File: src/rtl/core/fqsc_pkg.sv
// Shared types, constants and delay tables for the fault qualifier.
`default_nettype none
package fqsc_pkg;

    localparam int NUM_FAULTS  = 51;
    localparam int RECORD_BASE = 32;
    localparam int NUM_LANES   = 4;
    localparam int LANE_W      = $clog2(NUM_LANES);
    localparam int SLOTS       = (NUM_FAULTS + NUM_LANES - 1) / NUM_LANES;
    localparam int SLOT_W      = $clog2(SLOTS);
    localparam int IDX_W       = SLOT_W + LANE_W;
    localparam int ROM_LEN     = 51;
    localparam int CONF_W      = 9;
    localparam int CLR_W       = 15;
    localparam int REC_W       = 19;
    localparam int REC_IDX_W   = $clog2(REC_W);
    localparam int CNT_W       = 16;
    localparam int S_DATA_W    = ((NUM_FAULTS + 7) / 8) * 8;
    localparam int M_FIELD_W   = NUM_FAULTS + REC_W + CNT_W + 1;
    localparam int M_DATA_W    = ((M_FIELD_W + 7) / 8) * 8;

    localparam logic [CONF_W-1:0] CONFIRM_ROM [ROM_LEN] = '{
        9'd300, 9'd300, 9'd300, 9'd0,   9'd500, 9'd500, 9'd200, 9'd200,
        9'd200, 9'd200, 9'd200, 9'd200, 9'd500, 9'd500, 9'd500, 9'd500,
        9'd500, 9'd500, 9'd500, 9'd500, 9'd300, 9'd300, 9'd300, 9'd0,
        9'd0,   9'd300, 9'd300, 9'd200, 9'd200, 9'd200, 9'd200, 9'd200,
        9'd500, 9'd500, 9'd500, 9'd200, 9'd200, 9'd200, 9'd200, 9'd20,
        9'd20,  9'd500, 9'd500, 9'd500, 9'd500, 9'd80,  9'd80,  9'd500,
        9'd20,  9'd300, 9'd300
    };

    localparam logic [CLR_W-1:0] CLEAR_ROM [ROM_LEN] = '{
        15'd0,     15'd0,     15'd0,     15'd0,     15'd100,   15'd100,   15'd50,
        15'd50,    15'd50,    15'd50,    15'd50,    15'd50,    15'd100,   15'd100,
        15'd20,    15'd20,    15'd20,    15'd20,    15'd20,    15'd20,    15'd20,
        15'd0,     15'd0,     15'd0,     15'd0,     15'd600,   15'd600,   15'd0,
        15'd0,     15'd0,     15'd0,     15'd20,    15'd18000, 15'd18000, 15'd20,
        15'd18000, 15'd18000, 15'd18000, 15'd18000, 15'd18000, 15'd18000, 15'd100,
        15'd100,   15'd100,   15'd100,   15'd18000, 15'd18000, 15'd18000, 15'd18000,
        15'd20,    15'd20
    };

    typedef struct packed {
        logic             valid;
        logic [IDX_W-1:0] idx;
        logic             latched;
        logic             hit;
    } lane_res_t;

    typedef enum logic [1:0] {
        ST_IDLE,
        ST_RUN,
        ST_DRAIN,
        ST_DONE
    } seq_state_t;

    function automatic logic [CONF_W-1:0] confirm_limit(input logic [IDX_W-1:0] idx);
        confirm_limit = '0;
        if (idx < IDX_W'(ROM_LEN)) begin
            confirm_limit = CONFIRM_ROM[idx];
        end
    endfunction

    function automatic logic [CLR_W-1:0] clear_limit(input logic [IDX_W-1:0] idx);
        clear_limit = '0;
        if (idx < IDX_W'(ROM_LEN)) begin
            clear_limit = CLEAR_ROM[idx];
        end
    endfunction

endpackage
`default_nettype wire

File: src/rtl/core/fault_qualifier_set_clear_delay.sv
// A result reaches m_tvalid through the lane walk, the merge register and the
// output register. A tick walks an accept state, 13 lane slots (51 faults over
// 4 lanes), a lane-to-merge drain state and an output load state, one at a time.
// The next tick is accepted while a finished result waits in the output register.
// Reset (aresetn low, synchronous) clears all counters, latched bits and records.
`default_nettype none
module fault_qualifier_set_clear_delay
    import fqsc_pkg::*;
(
    input  wire logic                aclk,
    input  wire logic                aresetn,
    input  wire logic                s_tvalid,
    output logic                     s_tready,
    input  wire logic [S_DATA_W-1:0] s_tdata,  // raw_faults[50:0], zero pad
    output logic                     m_tvalid,
    input  wire logic                m_tready,
    output logic      [M_DATA_W-1:0] m_tdata   // latched_faults, record_flags,
                                               // record_count, system_fault, pad
);

    seq_state_t            state_reg, state_next;
    logic [SLOT_W-1:0]     slot_reg, slot_next;
    logic [NUM_FAULTS-1:0] raw_reg;
    logic                  m_tvalid_reg, m_tvalid_next;
    logic [M_DATA_W-1:0]   m_tdata_reg;
    logic                  load_out;
    logic                  step;

    lane_res_t [NUM_LANES-1:0] lane_res;
    logic [NUM_FAULTS-1:0]     latched_faults;
    logic [REC_W-1:0]          record_flags;
    logic [CNT_W-1:0]          record_count;
    logic                      system_fault;

    assign s_tready = (state_reg == ST_IDLE);
    assign step     = (state_reg == ST_RUN);

    always_comb begin
        state_next    = state_reg;
        slot_next     = slot_reg;
        m_tvalid_next = m_tvalid_reg && !m_tready;
        load_out      = 1'b0;
        unique case (state_reg)
            ST_IDLE: begin
                slot_next = '0;
                if (s_tvalid) begin
                    state_next = ST_RUN;
                end
            end
            ST_RUN: begin
                slot_next = slot_reg + 1'b1;
                if (slot_reg == SLOT_W'(SLOTS - 1)) begin
                    state_next = ST_DRAIN;
                end
            end
            ST_DRAIN: begin
                state_next = ST_DONE;
            end
            ST_DONE: begin
                if (!m_tvalid_reg || m_tready) begin
                    load_out      = 1'b1;
                    m_tvalid_next = 1'b1;
                    state_next    = ST_IDLE;
                end
            end
            default: begin
                state_next = ST_IDLE;
            end
        endcase
    end

    always_ff @(posedge aclk) begin
        if (!aresetn) begin
            state_reg    <= ST_IDLE;
            slot_reg     <= '0;
            m_tvalid_reg <= 1'b0;
        end else begin
            state_reg    <= state_next;
            slot_reg     <= slot_next;
            m_tvalid_reg <= m_tvalid_next;
        end
    end

    always_ff @(posedge aclk) begin
        if (s_tvalid && s_tready) begin
            raw_reg <= s_tdata[NUM_FAULTS-1:0];
        end
        if (load_out) begin
            m_tdata_reg <= M_DATA_W'({system_fault, record_count, record_flags,
                                      latched_faults});
        end
    end

    assign m_tvalid = m_tvalid_reg;
    assign m_tdata  = m_tdata_reg;

    for (genvar l = 0; l < NUM_LANES; l++) begin : g_lane
        fqsc_lane u_lane (
            .aclk    (aclk),
            .aresetn (aresetn),
            .lane_id (LANE_W'(l)),
            .step    (step),
            .slot    (slot_reg),
            .raw     (raw_reg),
            .res     (lane_res[l])
        );
    end

    fqsc_merge u_merge (
        .aclk           (aclk),
        .aresetn        (aresetn),
        .lane_res       (lane_res),
        .latched_faults (latched_faults),
        .record_flags   (record_flags),
        .record_count   (record_count),
        .system_fault   (system_fault)
    );

`ifndef SYNTHESIS
    a_accept_starts_run: assert property (@(posedge aclk) disable iff (!aresetn)
        (s_tvalid && s_tready) |=> (state_reg == ST_RUN && slot_reg == '0))
        else $error("transfer did not start lane walk at slot zero");

    a_slot_in_range: assert property (@(posedge aclk) disable iff (!aresetn)
        (state_reg == ST_RUN) |-> (slot_reg < SLOT_W'(SLOTS)))
        else $error("lane slot beyond range");

    a_load_sets_valid: assert property (@(posedge aclk) disable iff (!aresetn)
        load_out |=> m_tvalid)
        else $error("result load did not raise m_tvalid");

    a_idle_no_lane_work: assert property (@(posedge aclk) disable iff (!aresetn)
        (state_reg == ST_IDLE) |-> !(lane_res[0].valid || lane_res[NUM_LANES-1].valid))
        else $error("lane result while idle");
`endif

endmodule
`default_nettype wire

File: src/rtl/core/fqsc_lane.sv
// One qualifier lane: confirm and clear counters for every NUM_LANES-th fault.
`default_nettype none
module fqsc_lane
    import fqsc_pkg::*;
(
    input  wire logic                  aclk,
    input  wire logic                  aresetn,
    input  wire logic [LANE_W-1:0]     lane_id,
    input  wire logic                  step,
    input  wire logic [SLOT_W-1:0]     slot,
    input  wire logic [NUM_FAULTS-1:0] raw,
    output lane_res_t                  res
);

    logic [CONF_W-1:0] conf_reg [SLOTS];
    logic [CLR_W-1:0]  clr_reg  [SLOTS];
    logic [SLOTS-1:0]  lat_reg;
    lane_res_t         res_reg;

    logic [IDX_W-1:0]  idx;
    logic              active;
    logic              raw_bit;
    logic [CONF_W-1:0] conf_cur, conf_next;
    logic [CLR_W-1:0]  clr_cur, clr_next;
    logic              lat_cur, lat_next;
    logic              hit;

    assign idx      = {slot, lane_id};
    assign active   = step && (idx < IDX_W'(NUM_FAULTS));
    assign conf_cur = conf_reg[slot];
    assign clr_cur  = clr_reg[slot];
    assign lat_cur  = lat_reg[slot];

    always_comb begin
        raw_bit   = 1'b0;
        conf_next = conf_cur;
        clr_next  = clr_cur;
        lat_next  = lat_cur;
        hit       = 1'b0;
        if (active) begin
            raw_bit = raw[idx];
        end
        if (raw_bit) begin
            clr_next = clear_limit(idx);
            if (!lat_cur) begin
                if (conf_cur < confirm_limit(idx)) begin
                    conf_next = conf_cur + 1'b1;
                end else begin
                    lat_next = 1'b1;
                    hit      = 1'b1;
                end
            end
        end else begin
            conf_next = '0;
            if (lat_cur) begin
                if (clr_cur != '0) begin
                    clr_next = clr_cur - 1'b1;
                end else begin
                    lat_next = 1'b0;
                end
            end
        end
    end

    always_ff @(posedge aclk) begin
        if (!aresetn) begin
            for (int s = 0; s < SLOTS; s++) begin
                conf_reg[s] <= '0;
                clr_reg[s]  <= '0;
            end
            lat_reg <= '0;
            res_reg <= '0;
        end else begin
            if (active) begin
                conf_reg[slot] <= conf_next;
                clr_reg[slot]  <= clr_next;
                lat_reg[slot]  <= lat_next;
            end
            res_reg.valid   <= active;
            res_reg.idx     <= idx;
            res_reg.latched <= lat_next;
            res_reg.hit     <= active && hit;
        end
    end

    assign res = res_reg;

endmodule
`default_nettype wire

File: src/rtl/core/fqsc_merge.sv
// Merge stage: collect lane results into the latched vector and event records.
`default_nettype none
module fqsc_merge
    import fqsc_pkg::*;
(
    input  wire logic                       aclk,
    input  wire logic                       aresetn,
    input  lane_res_t [NUM_LANES-1:0]       lane_res,
    output logic      [NUM_FAULTS-1:0]      latched_faults,
    output logic      [REC_W-1:0]           record_flags,
    output logic      [CNT_W-1:0]           record_count,
    output logic                            system_fault
);

    localparam logic [NUM_FAULTS-1:0] SYS_MASK = {NUM_FAULTS{1'b1}} << RECORD_BASE;

    logic [NUM_FAULTS-1:0] latched_reg, latched_next;
    logic [REC_W-1:0]      sticky_reg, sticky_next;
    logic [CNT_W-1:0]      count_reg, count_next;

    always_comb begin
        logic [IDX_W-1:0] k;
        latched_next = latched_reg;
        sticky_next  = sticky_reg;
        count_next   = count_reg;
        k            = '0;
        for (int l = 0; l < NUM_LANES; l++) begin
            if (lane_res[l].valid) begin
                latched_next[lane_res[l].idx] = lane_res[l].latched;
                if (lane_res[l].hit && (lane_res[l].idx >= IDX_W'(RECORD_BASE))) begin
                    count_next = count_next + 1'b1;
                    k          = lane_res[l].idx - IDX_W'(RECORD_BASE);
                    if (k < IDX_W'(REC_W)) begin
                        sticky_next[k[REC_IDX_W-1:0]] = 1'b1;
                    end
                end
            end
        end
    end

    always_ff @(posedge aclk) begin
        if (!aresetn) begin
            latched_reg <= '0;
            sticky_reg  <= '0;
            count_reg   <= '0;
        end else begin
            latched_reg <= latched_next;
            sticky_reg  <= sticky_next;
            count_reg   <= count_next;
        end
    end

    assign latched_faults = latched_reg;
    assign record_flags   = sticky_reg;
    assign record_count   = count_reg;
    assign system_fault   = |(latched_reg & SYS_MASK);

endmodule
`default_nettype wire
File: config.mk
export PLATFORM = sky130hd
export DESIGN_NAME = fault_qualifier_set_clear_delay
export DESIGN_NICKNAME = d
export VERILOG_FILES = /design/src/rtl/core/fqsc_pkg.sv /design/src/rtl/core/fault_qualifier_set_clear_delay.sv /design/src/rtl/core/fqsc_lane.sv /design/src/rtl/core/fqsc_merge.sv
export SDC_FILE = /design/constraint.sdc
export NUM_CORES = 2
export LEC_CHECK = 0
export BUFFER_PORTS_ARGS = -buffer_cell sky130_fd_sc_hd__clkbuf_2
export CORE_ASPECT_RATIO = 1.1
export CORE_UTILIZATION = 55
export CTS_BUF_LIST = sky130_fd_sc_hd__clkbuf_4 sky130_fd_sc_hd__clkbuf_8 sky130_fd_sc_hd__clkbuf_16
export DETAILED_ROUTE_END_ITERATION = 10
export HOLD_SLACK_MARGIN = 0.1
export PLACE_DENSITY_LB_ADDON = 0.1
export SLEW_MARGIN = 20
export SYNTH_ARGS = -nofsm -noshare
export SYNTH_HDL_FRONTEND = slang
export SYNTH_HIERARCHICAL = 1
export SYNTH_SLANG_ARGS = --single-unit
File: constraint.sdc
create_clock -name aclk -period 5.75 [get_ports aclk]
set_input_delay 0.575 -clock aclk [delete_from_list [all_inputs] [get_ports aclk]]
set_output_delay 0.575 -clock aclk [all_outputs]
set_load 0.02 [all_outputs]
Yosys cells after proc, flatten, opt, wreduce, memory -nomap -nowiden
Memories as Yosys holds them, arrays and structs flattened. A register that Yosys moved wholly into a read port is not among the register bits.
Cells that the tools add are included.
- $add $sub $neg: 17
- order comparisons: 42
- equality and inequality tests: 7
- muxes and demuxes: 219
- bitwise logic cells: 8
- reduce and logical (&&, ||, !) cells: 42
- operators with widths (operator ; number):
    2-to-1 mux 15 bit ; 28
    2-to-1 mux 9 bit ; 36
    2-to-1 mux 19 bit ; 12
    bitwise mux 51 bit ; 4
    2-to-1 mux 51 bit ; 4
    2-to-1 mux 16 bit ; 8
    2-to-1 mux 4 bit ; 26
    OR 19 bit ; 4
    2-to-1 mux 1 bit ; 74
    adder 16 x 1 -> 16 bit (second input constant) ; 4
    nonzero test 15 bit ; 4
    OR reduction 15 bit ; 4
    subtractor 15 x 1 -> 15 bit (second input constant) ; 4
    < comparator 6 x 7 -> 1 bit (second input constant) ; 8
    bitwise mux 13 bit ; 4
    adder 9 x 1 -> 9 bit (second input constant) ; 4
    < comparator 9 bit ; 4
    OR reduction 9 bit ; 4
    binary-select mux 1 bit (select 4 bit) ; 8
    greater-or-equal comparator 7 bit (second input constant) ; 4
    NOT 6 -> 7 bit ; 4
    demux 1 bit (select 6 bit) ; 4
    greater-or-equal comparator 6 x 1 -> 1 bit (second input constant) ; 4
    greater-or-equal comparator 6 bit (second input constant) ; 4
    other kinds (25) ; 71
- flip-flop bits (word level): 307
- memory bits (writable): 1248
- bits in read-only memories: 6144
- input bits: 60
- logic and storage cells: 380
- memories kept: 16
- memory list (name ; words ; bits a word ; read ports ; clocked after Yosys merged registers in ; wr ports ; line ; text):
    (no name shown) ; 64 ; 15 ; 1 ; 0 ; 0 ; fqsc_pkg.sv:67 ; clear_limit = CLEAR_ROM[idx];
    (no name shown) ; 64 ; 15 ; 1 ; 0 ; 0 ; fqsc_pkg.sv:67 ;
    (no name shown) ; 64 ; 15 ; 1 ; 0 ; 0 ; fqsc_pkg.sv:67 ;
    (no name shown) ; 64 ; 15 ; 1 ; 0 ; 0 ; fqsc_pkg.sv:67 ;
    (no name shown) ; 64 ; 9 ; 1 ; 0 ; 0 ; fqsc_pkg.sv:60 ; confirm_limit = CONFIRM_ROM[idx];
    (no name shown) ; 64 ; 9 ; 1 ; 0 ; 0 ; fqsc_pkg.sv:60 ;
    10 more memories ; - ; - ; - ; - ; - ; - ;

Depth between registers and ports, before layout
- word-level depth: 21
- mapped depth: 23

Cells and area by module
The synthesis kept the hierarchy.
- by module, submodules not included (module ; instances ; cells each ; area an instance (um2) ; seq. area each (um2)):
    fqsc_lane (g_lane[0].u_lane) ; 1 ; 1387 ; 19319.8 ; 11971.5
    fqsc_lane (g_lane[3].u_lane) ; 1 ; 1364 ; 19060.8 ; 11971.5
    fqsc_lane (g_lane[2].u_lane) ; 1 ; 1367 ; 19028.2 ; 11971.5
    fqsc_lane (g_lane[1].u_lane) ; 1 ; 1350 ; 18939.4 ; 11971.5
    fqsc_merge ; 1 ; 1131 ; 7851.3 ; 1721.7
    fault_qualifier_set_clear_delay ; 1 ; 187 ; 4585.6 ; 4284.1

Least setup slack after synthesis
Ideal clock, no wire load.
- path type: register to register
- start: register slot_reg[1]
- end: memory g_lane[3].u_lane.conf_reg[13][7], data pin
- library setup time: 0.262 ns
- arrival: 4.768 ns
- setup slack: 0.720 ns
- stages on the path, launching flop included: 19
- buffers on the path: 7
- cell sequence: dfxtp_1 buf_4 buf_2 buf_4 buf_2 buf_2 clkbuf_1 mux4_2 mux4_2 ha_1 a21o_1 a21o_1 a211oi_1 and4b_1 and3_1 nand3_1 xor2_1 buf_2 nor2_1
- RTL lines (what ; line ; text):
    start: declaration ; fault_qualifier_set_clear_delay.sv:22 ; logic [SLOT_W-1:0] slot_reg, slot_next;
    start signal: assignment ; fault_qualifier_set_clear_delay.sv:79 ; slot_reg <= slot_next;
    end: declaration ; fqsc_lane.sv:15 ; logic [CONF_W-1:0] conf_reg [SLOTS];

==> impl_metrics.csv <==
group,metric,value,unit
min_path,min_path_type,"in -> reg",
timing,setup_viol_count_final,0,
timing,period_needed,5.03,ns
synthesis,ys_warn_count,6,
critical_path,start_kind,"flop",
clock_tree,cts_buffers,187,
global_route,grt.total_usage,31.9,%
clock_tree,cts_resized,0,
synthesis,yosysMostFrequentCell,"edfxtp_1",
job,max-cap-violations,0,
pwr,p_leak,35.0,nW
global_route,grt_max_degree,78,
detailed_routing,vias,60600,
global_route,grt_first_pass_wirelength,382000,um
synthesis,synth_flop_cell,"edfxtp_1",
global_route,first_global_vias,59500,
floorplanning,start_util,55.4,%
pwr,irDropWorstVdd,282,uV
synthesis,syn_area,88800,um^2
timing,rsz0062_at_grt,"no",
critical_path,cp_max_fo,27,
critical_path,cp-end-kind,"flop",
floorplanning,coreArea,160000,um^2
detailed_routing,wl,260000,um
finish,fillerInstances,12400,
place,hpwlAfterDp,171000,um
clock_tree,cts_buffer_depth,3,
synthesis,synth_edf_count,1674,
global_route,overflow,0,
clock_tree,clock_sinks,1855,
finish,fin_cells,9565,
floorplanning,die_w,385,um
clock_tree,clockRootBuffer,"clkbuf_16",
clock_tree,clkTransAtPathRegs,0.06,ns
clock_tree,cts_setup_buffers,0,
critical_path,cp.required,6.31,ns
timing,slew_headroom,23.5,%
critical_path,critPathKind,"reg -> reg",
synthesis,synth-seq-cells,1855,
timing,max_freq,199,MHz
global_route,antenna_found_initial,13,
status,status,"finished clean",
floorplanning,die_h,423,um
synthesis,synth_top_area_cell,"edfxtp_1",
finish,seq_area,53900,um^2
detailed_routing,post_drt_wl_per_cell,27.2,um
timing,hold_viol_final,0,
min_path,min_to,"m_tvalid$_SDFF_PN0_",
critical_path,worst_ep_arrival_time,5.60,ns
critical_path,reg2reg_from,"slot_reg[0]$_SDFFE_PN0P_",
finish,areaGrowthSynthToFinish,12.7,%
synthesis,avgSynthCellArea,13.1,um^2
synthesis,ys_types,140,
clock_tree,htree_levels,4,
place,dp_worst_setup_slack,0.733,ns
floorplanning,rows,154,
global_route,met3_usage,5.52,%
critical_path,r2r-end,"g_lane[1].u_lane/clr_reg[4][13]$_SDFFCE_PN0P_",
global_route,grt_use_met1,43.1,%
timing,postLayoutSetupSlackWorst,0.715,ns
synthesis,seq_area_frac_synth,60.7,%
timing,finClkSkew,0.0349,ns
detailed_routing,dr.pass1.iters,6,
place,io_buffers,143,
critical_path,worst-r2r-cell-count,12,
detailed_routing,drc,0,
min_path,min_from,"m_tready",
clock_tree,cts_tree,"built",
synthesis,synth_top_area_share,56.6,%
clock_tree,insertion_delay,0.86,ns
place,dp.cells,9162,
pwr,finalPower,38.0,mW
global_route,grt.busiest_layer,"met2",
detailed_routing,avgViaCountPerCell,6.34,
finish,fin_nets,7419,
finish,largest_register_ffs,960,
synthesis,async_flop_share,0,%
detailed_routing,ant_nets,0,
global_route,gr-usage-met2,51.7,%
finish,drive_above_1_share,18.6,%
timing,worstMarginPinSlew,1.15,ns
synthesis,synth_commonest_cells,"edfxtp_1, nor2_1, nand2_1, mux4_2, o21ai_0",
finish,multi_input_area,33400,um^2
timing,fin_tns_setup,0,ns
pwr,powerDensity,380,nW/um^2
place,gp_congestion,0.952,
min_path,whs_path_depth,3,
floorplanning,io_pins,150,
detailed_routing,drtIter0Drc,7116,
synthesis,synthCells,6786,
floorplanning,die_area,163000,um^2
synthesis,synthTopCellsByArea,"edfxtp_1, mux4_2, nor2_1",
timing,finalCritPeriodShare,87.6,%
critical_path,ff2ff_setup_slack,0.72,ns
timing,final_max_slew_viol_count,0,
## repair_timing
action,CTS,global route
endpoints found under the hold margin,51,0
endpoints found under the setup margin,0,0
hold buffers,51,0
## power by group
group,switching [mW],internal [mW]
Combinational,5.88,3.34
Clock,5.19,6.89
Sequential,0.500,16.2
## cell families after synthesis
group,count (synthesis),share of synthesized area (%)
buffers and inverters,605,3.39
DFF,1855,60.7
muxes,603,13.5
and+or+nand+nor,2702,13.5
adders and majority gates,64,0.896
xor gates and xnor gates,108,1.19
other,6,0.0254
AOI/OAI and AO/OA,843,6.77
## worst max path at each step
stage / slack [ns] / from / to / cells after the start
final: 0.72 / slot_reg[0]$_SDFFE_PN0P_ / g_lane[1].u_lane/clr_reg[4][13]$_SDFFCE_PN0P_ / 12
after global routing: 0.43 / slot_reg[0]$_SDFFE_PN0P_ / g_lane[0].u_lane/conf_reg[13][7]$_DFFE_PP_ / 12
after CTS: 0.73 / slot_reg[0]$_SDFFE_PN0P_ / g_lane[1].u_lane/clr_reg[4][13]$_SDFFCE_PN0P_ / 12
after detailed placement: 0.73 / slot_reg[0]$_SDFFE_PN0P_ / g_lane[1].u_lane/clr_reg[6][13]$_SDFFCE_PN0P_ / 12
after global placement: 0.78 / slot_reg[0]$_SDFFE_PN0P_ / g_lane[1].u_lane/clr_reg[0][13]$_SDFFCE_PN0P_ / 12
after floorplan: 0.72 / slot_reg[1]$_SDFFE_PN0P_ / g_lane[3].u_lane/conf_reg[13][7]$_DFFE_PP_ / 18
## metrics by stage
step	area (um^2)	hold slack, ns	utilization [%]
2_1_floorplan	90000	0.403	-
3_3_place_gp	93400	0.418	58.3
3_5_place_dp	93400	0.415	58.3
4_1_cts	100000	0.123	62.5
5_1_grt	100000	0.142	62.5
6_report	100000	0.178	62.5
## routing by layer
metal / up-vias / wire length, um
li1: 26300 / -
met1: 30300 / 99400
met2: 3381 / 124000
met3: 645 / 25700
met4: 4 / 10600
met5: - / 27
## worst max-delay path: stages (launching register included)
cell	delay [ns]
dfxtp_4	0.76
buf_12	0.29
buf_12	0.23
buf_4	0.30
mux4_2	0.54
a22oi_1	0.20
nand2_1	0.19
or4_1	0.70
nor3_1	0.31
nand4_1	0.15
xnor2_1	0.70
buf_4	0.29
nor2_1	0.06
## placed cells by master, fill, tap and decap left out, drive strengths merged, types with 62 or more instances in the layout
cell,Yosys,layout
o22ai,69,69
nor3,143,143
nand3,176,176
dfxtp,181,181
clkbuf,204,383
ha,62,62
nand2,497,497
buf,250,268
edfxtp,1674,1674
nor2,1500,1500
a21oi,108,108
xnor2,65,65
clkinv,6,88
conb,6,321
mux4,469,469
inv,145,152
o21ai,232,232
mux2i,119,119
## cell type report
class	instances	share of cell area, %
diodes	6	0.0150
clock buffers	241	5.19
clock inverters	104	0.890
inverters	151	0.566
multi-input cells	4641	33.3
flip-flops and latches	1855	53.9
well taps	2106	2.63
repair buffers	461	3.48
Note: power is estimated with default switching activity, not from simulation.
